**src/hdl/srmt_pkg.sv**
```systemverilog
`default_nettype none
package srmt_pkg;

  localparam int KEY_W   = 64;
  localparam int NCELLS  = 6;
  localparam int CELLS_W = 2 * NCELLS;

  typedef enum logic [1:0] {
    KIND_UPDATE = 2'd0,
    KIND_TOUCH  = 2'd1,
    KIND_QUERY  = 2'd2,
    KIND_RSVD   = 2'd3
  } kind_t;

  localparam logic [2:0] CELL_INT = 3'd0;
  localparam logic [2:0] CELL_II  = 3'd1;
  localparam logic [2:0] CELL_EI  = 3'd2;
  localparam logic [2:0] CELL_IE  = 3'd3;
  localparam logic [2:0] CELL_EB  = 3'd4;
  localparam logic [2:0] CELL_BE  = 3'd5;

  localparam logic [2:0] PRED_EQUALS     = 3'd0;
  localparam logic [2:0] PRED_MEETS      = 3'd1;
  localparam logic [2:0] PRED_CONTAINS   = 3'd2;
  localparam logic [2:0] PRED_COVERS     = 3'd3;
  localparam logic [2:0] PRED_INTERSECTS = 3'd4;
  localparam logic [2:0] PRED_WITHIN     = 3'd5;
  localparam logic [2:0] PRED_COVERED_BY = 3'd6;
  localparam logic [2:0] PRED_DISJOINT   = 3'd7;

  typedef enum logic [2:0] {
    ST_IDLE,
    ST_LOOK,
    ST_RESP,
    ST_QUERY,
    ST_FLUSH
  } state_t;

  typedef struct packed {
    logic               key_hit;
    logic               pred_hit;
    logic [CELLS_W-1:0] merged;
  } eval_res_t;

  function automatic logic cell_set(input logic [CELLS_W-1:0] m, input logic [2:0] c);
    cell_set = (m[2*c +: 2] != 2'd0);
  endfunction

  function automatic logic pred_holds(input logic [2:0] p, input logic [CELLS_W-1:0] m);
    logic in_s, ii, ei, ie, eb, be;
    in_s = cell_set(m, CELL_INT);
    ii   = cell_set(m, CELL_II);
    ei   = cell_set(m, CELL_EI);
    ie   = cell_set(m, CELL_IE);
    eb   = cell_set(m, CELL_EB);
    be   = cell_set(m, CELL_BE);
    case (p)
      PRED_EQUALS:     pred_holds = ii && !ie && !be && !ei && !eb;
      PRED_MEETS:      pred_holds = in_s && !ii;
      PRED_CONTAINS:   pred_holds = ii && !ei && !eb;
      PRED_COVERS:     pred_holds = in_s && !ei && !eb;
      PRED_INTERSECTS: pred_holds = in_s;
      PRED_WITHIN:     pred_holds = ii && !ie && !be;
      PRED_COVERED_BY: pred_holds = in_s && !ie && !be;
      default:         pred_holds = 1'b0;
    endcase
  endfunction

endpackage
`default_nettype wire

```
**src/hdl/srmt_store.sv**
```systemverilog
`default_nettype none
module srmt_store
  import srmt_pkg::*;
#(
  parameter int ENTRIES = 64,
  parameter int IDX_W   = 6
) (
  input  wire logic               clk,
  input  wire logic               we,
  input  wire logic [IDX_W-1:0]   waddr,
  input  wire logic [KEY_W-1:0]   wkey,
  input  wire logic [CELLS_W-1:0] wcells,
  input  wire logic               re,
  input  wire logic [IDX_W-1:0]   raddr,
  output logic      [KEY_W-1:0]   rkey,
  output logic      [CELLS_W-1:0] rcells
);

  logic [KEY_W-1:0]   key_mem   [ENTRIES];
  logic [CELLS_W-1:0] cells_mem [ENTRIES];

  always_ff @(posedge clk) begin
    if (we) begin
      key_mem[waddr]   <= wkey;
      cells_mem[waddr] <= wcells;
    end
  end

  always_ff @(posedge clk) begin
    if (re) begin
      rkey   <= key_mem[raddr];
      rcells <= cells_mem[raddr];
    end
  end

endmodule
`default_nettype wire

```
**src/hdl/srmt_eval.sv**
```systemverilog
`default_nettype none
module srmt_eval
  import srmt_pkg::*;
(
  input  wire logic [KEY_W-1:0]   slot_key,
  input  wire logic [CELLS_W-1:0] slot_cells,
  input  wire logic [KEY_W-1:0]   req_key,
  input  wire logic [1:0]         req_kind,
  input  wire logic [2:0]         req_cell,
  input  wire logic [1:0]         req_dim,
  input  wire logic [2:0]         req_pred,
  output eval_res_t               res
);

  logic [1:0] nv;

  always_comb begin
    nv = (req_dim == 2'd3) ? 2'd3 : req_dim + 2'd1;
    res.key_hit  = (slot_key == req_key);
    res.pred_hit = pred_holds(req_pred, slot_cells);
    res.merged   = slot_cells;
    for (int c = 0; c < NCELLS; c++) begin
      if (req_kind == KIND_UPDATE && req_cell == 3'(c) && nv > slot_cells[2*c +: 2]) begin
        res.merged[2*c +: 2] = nv;
      end
    end
  end

endmodule
`default_nettype wire

```
**src/hdl/spatial_relation_matrix_table.sv**
```systemverilog
`default_nettype none
// Table of geometry ids, each with six 2-bit intersection-matrix cells. An update
// or touch item scans the stored ids one slot per cycle for its key, then raises
// the addressed cell (update only) or inserts the id, and returns one echo item
// (status 1 when the table is full and the id is new). A query item scans all stored
// slots one per cycle, pausing while a match waits on a busy output register, and
// returns every id whose cells satisfy the predicate, in store order, tlast on the
// final one; no match gives no result. The single read port of the slot store, one
// slot per cycle, paces each scan over the used slots; output back-pressure adds to
// that. in_tready is low while an item is in progress; its final result may still
// sit in the output register when the next item is accepted.
module spatial_relation_matrix_table
  import srmt_pkg::*;
#(
  parameter int ENTRIES = 64
) (
  input  wire logic        clk,
  input  wire logic        rst_n,
  input  wire logic        in_tvalid,
  output logic             in_tready,
  input  wire logic [71:0] in_tdata,   // entry_id[63:0], cell_req[66:64], dimension[68:67],
                                       // predicate[71:69]
  input  wire logic [1:0]  in_tuser,   // kind[1:0]
  output logic             out_tvalid,
  input  wire logic        out_tready,
  output logic [63:0]      out_tdata,  // result_id[63:0]
  output logic [1:0]       out_tuser,  // matched[0], status[1]
  output logic             out_tlast
);

  localparam int IDX_W = (ENTRIES > 1) ? $clog2(ENTRIES) : 1;
  localparam int CNT_W = $clog2(ENTRIES + 1);

  state_t state_r, state_nxt;

  logic [KEY_W-1:0]  req_key_r;
  logic [1:0]        req_kind_r;
  logic [2:0]        req_cell_r;
  logic [1:0]        req_dim_r;
  logic [2:0]        req_pred_r;

  logic [CNT_W-1:0]  used_r, used_nxt;
  logic [CNT_W-1:0]  scan_r, scan_nxt;
  logic [IDX_W-1:0]  rd_idx_r, rd_idx_nxt;
  logic              rd_vld_r, rd_vld_nxt;
  logic              status_r, status_nxt;
  logic [KEY_W-1:0]  pend_key_r, pend_key_nxt;
  logic              pend_vld_r, pend_vld_nxt;

  logic              out_vld_r;
  logic [KEY_W-1:0]  out_key_r;
  logic              out_match_r, out_stat_r, out_last_r;
  logic              load;
  logic [KEY_W-1:0]  load_key;
  logic              load_match, load_stat, load_last;

  logic              we, re, issue, stall, scan_more, out_free, accept;
  logic [IDX_W-1:0]  waddr;
  logic [KEY_W-1:0]  rd_key;
  logic [CELLS_W-1:0] rd_cells, ev_cells;
  eval_res_t         ev;

  assign accept    = in_tvalid && in_tready;
  assign in_tready = (state_r == ST_IDLE);
  assign out_free  = !out_vld_r || out_tready;
  assign scan_more = (scan_r < used_r);
  assign ev_cells  = rd_vld_r ? rd_cells : '0;
  assign re        = issue;

  srmt_store #(.ENTRIES(ENTRIES), .IDX_W(IDX_W)) u_store (
    .clk    (clk),
    .we     (we),
    .waddr  (waddr),
    .wkey   (req_key_r),
    .wcells (ev.merged),
    .re     (re),
    .raddr  (scan_r[IDX_W-1:0]),
    .rkey   (rd_key),
    .rcells (rd_cells)
  );

  srmt_eval u_eval (
    .slot_key   (rd_key),
    .slot_cells (ev_cells),
    .req_key    (req_key_r),
    .req_kind   (req_kind_r),
    .req_cell   (req_cell_r),
    .req_dim    (req_dim_r),
    .req_pred   (req_pred_r),
    .res        (ev)
  );

  always_comb begin
    state_nxt    = state_r;
    used_nxt     = used_r;
    scan_nxt     = scan_r;
    rd_idx_nxt   = rd_idx_r;
    rd_vld_nxt   = rd_vld_r;
    status_nxt   = status_r;
    pend_key_nxt = pend_key_r;
    pend_vld_nxt = pend_vld_r;
    we           = 1'b0;
    waddr        = rd_idx_r;
    issue        = 1'b0;
    stall        = 1'b0;
    load         = 1'b0;
    load_key     = req_key_r;
    load_match   = 1'b0;
    load_stat    = 1'b0;
    load_last    = 1'b1;

    if (state_r == ST_QUERY) begin
      stall = rd_vld_r && ev.pred_hit && pend_vld_r && !out_free;
    end
    if ((state_r == ST_LOOK || state_r == ST_QUERY) && !stall) begin
      issue      = scan_more;
      rd_vld_nxt = scan_more;
      if (scan_more) begin
        rd_idx_nxt = scan_r[IDX_W-1:0];
        scan_nxt   = scan_r + CNT_W'(1);
      end
    end

    case (state_r)
      ST_IDLE: begin
        if (accept) begin
          scan_nxt     = '0;
          rd_vld_nxt   = 1'b0;
          pend_vld_nxt = 1'b0;
          case (kind_t'(in_tuser))
            KIND_UPDATE, KIND_TOUCH: state_nxt = ST_LOOK;
            KIND_QUERY:              state_nxt = ST_QUERY;
            default:                 state_nxt = ST_IDLE;
          endcase
        end
      end
      ST_LOOK: begin
        if (rd_vld_r && ev.key_hit) begin
          we         = 1'b1;
          status_nxt = 1'b0;
          state_nxt  = ST_RESP;
        end else if (!rd_vld_r && !scan_more) begin
          if (used_r == CNT_W'(ENTRIES)) begin
            status_nxt = 1'b1;
          end else begin
            we         = 1'b1;
            waddr      = used_r[IDX_W-1:0];
            used_nxt   = used_r + CNT_W'(1);
            status_nxt = 1'b0;
          end
          state_nxt = ST_RESP;
        end
      end
      ST_RESP: begin
        if (out_free) begin
          load      = 1'b1;
          load_stat = status_r;
          state_nxt = ST_IDLE;
        end
      end
      ST_QUERY: begin
        if (rd_vld_r && ev.pred_hit && !stall) begin
          if (pend_vld_r) begin
            load       = 1'b1;
            load_key   = pend_key_r;
            load_match = 1'b1;
            load_last  = 1'b0;
          end
          pend_key_nxt = rd_key;
          pend_vld_nxt = 1'b1;
        end else if (!rd_vld_r && !scan_more) begin
          state_nxt = pend_vld_r ? ST_FLUSH : ST_IDLE;
        end
      end
      ST_FLUSH: begin
        if (out_free) begin
          load       = 1'b1;
          load_key   = pend_key_r;
          load_match = 1'b1;
          state_nxt  = ST_IDLE;
        end
      end
      default: state_nxt = ST_IDLE;
    endcase
  end

  always_ff @(posedge clk) begin
    if (!rst_n) begin
      state_r    <= ST_IDLE;
      used_r     <= '0;
      rd_vld_r   <= 1'b0;
      pend_vld_r <= 1'b0;
      out_vld_r  <= 1'b0;
    end else begin
      state_r    <= state_nxt;
      used_r     <= used_nxt;
      rd_vld_r   <= rd_vld_nxt;
      pend_vld_r <= pend_vld_nxt;
      if (load) begin
        out_vld_r <= 1'b1;
      end else if (out_tready) begin
        out_vld_r <= 1'b0;
      end
    end
  end

  always_ff @(posedge clk) begin
    scan_r     <= scan_nxt;
    rd_idx_r   <= rd_idx_nxt;
    status_r   <= status_nxt;
    pend_key_r <= pend_key_nxt;
    if (accept) begin
      req_key_r  <= in_tdata[63:0];
      req_cell_r <= in_tdata[66:64];
      req_dim_r  <= in_tdata[68:67];
      req_pred_r <= in_tdata[71:69];
      req_kind_r <= in_tuser;
    end
    if (load) begin
      out_key_r   <= load_key;
      out_match_r <= load_match;
      out_stat_r  <= load_stat;
      out_last_r  <= load_last;
    end
  end

  assign out_tvalid = out_vld_r;
  assign out_tdata  = out_key_r;
  assign out_tuser  = {out_stat_r, out_match_r};
  assign out_tlast  = out_last_r;

  a_used_bound: assert property (@(posedge clk) disable iff (!rst_n)
    used_r <= CNT_W'(ENTRIES))
    else $error("slot count beyond table size");

  a_used_step: assert property (@(posedge clk) disable iff (!rst_n)
    $past(rst_n) |-> (used_r == $past(used_r) || used_r == $past(used_r) + CNT_W'(1)))
    else $error("slot count moved by more than one");

  a_full_flag: assert property (@(posedge clk) disable iff (!rst_n)
    (out_vld_r && out_stat_r) |-> (used_r == CNT_W'(ENTRIES)))
    else $error("full status while table has room");

  a_match_ok: assert property (@(posedge clk) disable iff (!rst_n)
    (out_vld_r && out_match_r) |-> !out_stat_r)
    else $error("query result flagged full");

endmodule
`default_nettype wire
```
**config.mk**
```make
export PLATFORM = sky130hd
export DESIGN_NAME = spatial_relation_matrix_table
export DESIGN_NICKNAME = d
export VERILOG_FILES = /design/src/hdl/srmt_pkg.sv /design/src/hdl/srmt_store.sv /design/src/hdl/srmt_eval.sv /design/src/hdl/spatial_relation_matrix_table.sv
export SDC_FILE = /design/constraint.sdc
export NUM_CORES = 2
export LEC_CHECK = 0
export BUFFER_PORTS_ARGS = -buffer_cell sky130_fd_sc_hd__buf_2
export CAP_MARGIN = 20
export CORE_MARGIN = 10
export CORE_UTILIZATION = 40
export DETAILED_ROUTE_END_ITERATION = 7
export HOLD_SLACK_MARGIN = 0.15
export PLACE_DENSITY_LB_ADDON = 0.15
export SLEW_MARGIN = 40
export SYNTH_ARGS = -nofsm -noshare
export SYNTH_HDL_FRONTEND = slang
export SYNTH_MEMORY_MAX_BITS = 65536
export SYNTH_SLANG_ARGS = --single-unit
```
**constraint.sdc**
```tcl
create_clock -name clk -period 13.2 [get_ports clk]
set_input_delay 0.66 -clock clk [delete_from_list [all_inputs] [get_ports clk]]
set_output_delay 0.66 -clock clk [all_outputs]
set_load 0.01 [all_outputs]
```
==> results.ini <==
[outcome]
outcome = finished, final reports clean

[cts]
hold_buffers = 78
clockBufferDepth = 4
cts_resized = 0
clkLatencyLatePin_ns = 1.06
post-cts-setup-buffer-count = 0
cts_root_buffer = clkbuf_16
clkSinkCount = 5172
cts_buffers = 555
cts_tree = done
cts.htree.levels = 6
clk_pin_slew_ns = 0.06

[global_route]
grtUsageTotal = 0.2146
grt-ovfl-total = 0
grt_pass1_wl_um = 782300
antenna_found_initial = 37
grt_pass1_vias = 93540
grt_max_degree = 114

[timing]
setup_ws_ns = 6.741
tns_ns = 0
hold_viol = 0
skew_ns = 0.06626
slew_viol_final = 0
fin_crit_ns = 6.459
relSlewSlack = 0.3445
period_share = 0.4894
setup-violations-final = 0
worstMarginPinSlew_ns = 0.9799
hold_slack_ns = 0.3285
grt_setup_unrepaired = no
max_clock_freq_mhz = 154.8

[synthesis]
synth_area_um2 = 196100
synth_cell_types = 67
ys_async_sr_fraction = 0
ys.flop_type = edfxtp_1
synthCells = 7811
synth_edf_count = 5152
syn_nets = 7910
ys_ff_latch = 5172
yosysWarnings = 0
avgSynthCellArea_um2 = 25.11
seq_area_frac_synth = 0.7909

[worst_setup_path]
crit_path_end_kind = flip-flop
r2r_slack_ns = 6.74
reg2reg_to = u_store.key_mem[21][31]$_DFFE_PP_
timing.rr.start = req_key_r[34]$_DFFE_PP_
crit_fanout = 32
crit_type = reg -> reg
critPathArrivalTime_ns = 7.10
r2r_cells = 12
cp_data_required_time_ns = 13.84
start_kind = flip-flop

[cells_and_area]
fin_util = 0.4627
areaGrowthSynthToFinish_pct = 15.39
drive_gt1_frac = 0.3323
fillers = 39860
nNetsFinal = 8687

[die]
die_y_um = 720.2
initial_core_util = 0.4010
core.rowCount = 257
dieArea_um2 = 518700
core_area_um2 = 489100
ioPinCount = 147
die_x_um = 720.2

[route]
wl_per_cell_um = 36.72
viasPerCell = 5.904
first_iter_violations = 11600
dr.pass1.iters = 7
finalWirelength_um = 569300
drc = 0
antenna_left = 0
vias = 91550

[pwr]
p_per_area_nw_per_um2 = 166.9
p_leak_nw = 68.13
ir_worst_vdd_mv = 0.1471

[worst_hold_path]
min_from = in_tdata[21]
hold_path_depth = 2
min_to = req_key_r[21]$_DFFE_PP_
hold_path_class = in -> reg

[placement]
portBuffers = 146
place_congestion = 0.7795
pre_cts_slack_ns = 6.883
place_hpwl_um = 313500

[job]
maxCapViolations = 0

==> registers in the layout, indices dropped and copies added, names as in the netlist <==
register,flops
out_match_r,1
out_stat_r,1
out_tdata,64
out_tlast,1
out_tvalid,1
pend_key_r,64
pend_vld_r,1
rd_idx_r,6
rd_vld_r,1
req_cell_r,3
req_dim_r,2
req_key_r,64
req_kind_r,2
req_pred_r,3
scan_r,7
state_r,3
status_r,1
u_store.cells_mem,768
u_store.key_mem,4096
u_store.rcells,12
u_store.rkey,64
used_r,7
==> worst max-delay path: stages (launching register included) <==
cell	delay [ns]
edfxtp_1	0.37
buf_4	0.25
xnor2_1	0.67
nand4_1	0.75
nor4_1	0.51
nand4_1	0.26
nor3_1	0.55
buf_4	0.25
a32oi_2	0.11
buf_4	0.32
nor3_2	0.72
buf_4	0.64
buf_4	0.51
==> synth_stat cells (all sizes together), types with 4 or more instances <==
library cell | number | area share
mux2 | 64 | 0.0046
buf | 146 | 0.0038
xnor2 | 40 | 0.0018
o2111ai | 6 | 0.00027
mux4 | 1520 | 0.17
inv | 22 | 0.00042
nor4 | 20 | 0.00064
and2 | 17 | 0.00054
nor3 | 66 | 0.0017
dfxtp | 20 | 0.0020
o22ai | 5 | 0.00016
nor2b | 13 | 0.00041
ha | 21 | 0.0013
nor2 | 26 | 0.00051
a21boi | 4 | 0.00015
edfxtp | 5152 | 0.79
or3 | 4 | 0.00013
clkbuf | 255 | 0.0049
nand4 | 12 | 0.00038
a22oi | 154 | 0.0059
nand2b | 8 | 0.00026
o21ai | 20 | 0.00053
xor2 | 22 | 0.00098
a21oi | 15 | 0.00040
nand2 | 124 | 0.0024
nand3 | 13 | 0.00033
==> power breakdown <==
part           switching (mW)  total [mW]  leakage, nW  internal [mW]
Sequential              0.103        18.7         46.6           18.6
Clock                    6.39        15.2         8.61           8.80
Combinational            2.20        3.87         13.0           1.67
Total                    8.69        37.8         68.1           29.1
==> per-layer routing <==
layer,up-vias,wire length [um],global-route usage,share of wire
li1,35720,-,-,-
met1,51360,237200,0.3022,0.42
met2,3775,280900,0.3558,0.49
met3,690,36710,0.03108,0.064
met4,2,14520,0.05108,0.026
met5,-,13,0,0.000023
==> cell families (layout without fill, tap and decap cells) <==
family                   count (synthesis)  in the layout  share of synthesized area
AO/OA/AOI/OAI                          236            236                   0.008971
XOR/XNOR                                62             62                   0.002769
adder cells (fa/ha/maj)                 21             21                   0.001340
buffers and inverters                  423           1628                   0.009098
flip-flops                            5172           5172                     0.7909
multiplexers                          1586           1586                     0.1793
other                                    0             15                          0
AND/OR/NAND/NOR                        311            311                   0.007624
==> cell type report <==
cell class / count / area (um^2) / share of cell area
inverters: 22 / 102.6 / 0.0004534
diodes: 15 / 37.54 / 0.0001659
well taps: 6475 / 8102 / 0.03580
repair buffers: 621 / 5463 / 0.02414
flip-flops and latches: 5172 / 155100 / 0.6855
multi-input cells: 2216 / 39830 / 0.1760
clock buffers: 699 / 14940 / 0.06602
clock inverters: 286 / 2690 / 0.01189
==> cell usage in the layout (no fill, tap or decap), types with 12 or more instances in the layout <==
cell type / n
and2_1: 16
buf_2: 147
buf_6: 48
clkinvlp_4: 13
dfxtp_1: 16
dlygate4sd3_1: 78
edfxtp_1: 5152
xor2_1: 22
nand4_1: 12
a22oi_1: 152
clkinv_2: 89
clkbuf_16: 579
mux4_2: 1520
nand3_1: 13
clkbuf_1: 120
inv_6: 17
diode_2: 15
buf_12: 35
xnor2_1: 35
nor2_1: 23
inv_1: 20
ha_1: 21
nor3_2: 57
buf_4: 293
bufinv_16: 39
nand2_1: 124
clkinv_1: 104
buf_16: 17
mux2_4: 49
==> worst max path at each step <==
stage	startpoint	endpoint	depth (start not counted)
4_1_cts	req_key_r[34]$_DFFE_PP_	u_store.key_mem[21][31]$_DFFE_PP_	12
6_report	req_key_r[34]$_DFFE_PP_	u_store.key_mem[21][31]$_DFFE_PP_	12
5_1_grt	req_key_r[6]$_DFFE_PP_	u_store.key_mem[21][31]$_DFFE_PP_	12
3_3_place_gp	req_key_r[29]$_DFFE_PP_	u_store.key_mem[12][14]$_DFFE_PP_	11
3_5_place_dp	req_key_r[34]$_DFFE_PP_	u_store.key_mem[21][37]$_DFFE_PP_	12
2_1_floorplan	req_key_r[50]$_DFFE_PP_	u_store.cells_mem[12][0]$_DFFE_PP_	8
==> through the flow <==
step	std cells	power, mW	area (um^2)
floorplan	7811	21.65	196100
global placement	14390	22.90	206800
detailed placement	14410	22.97	207500
CTS	15480	38.14	226000
global route	15500	39.00	226300
finish	15510	37.77	226300
(Power assumes the default switching activity.)
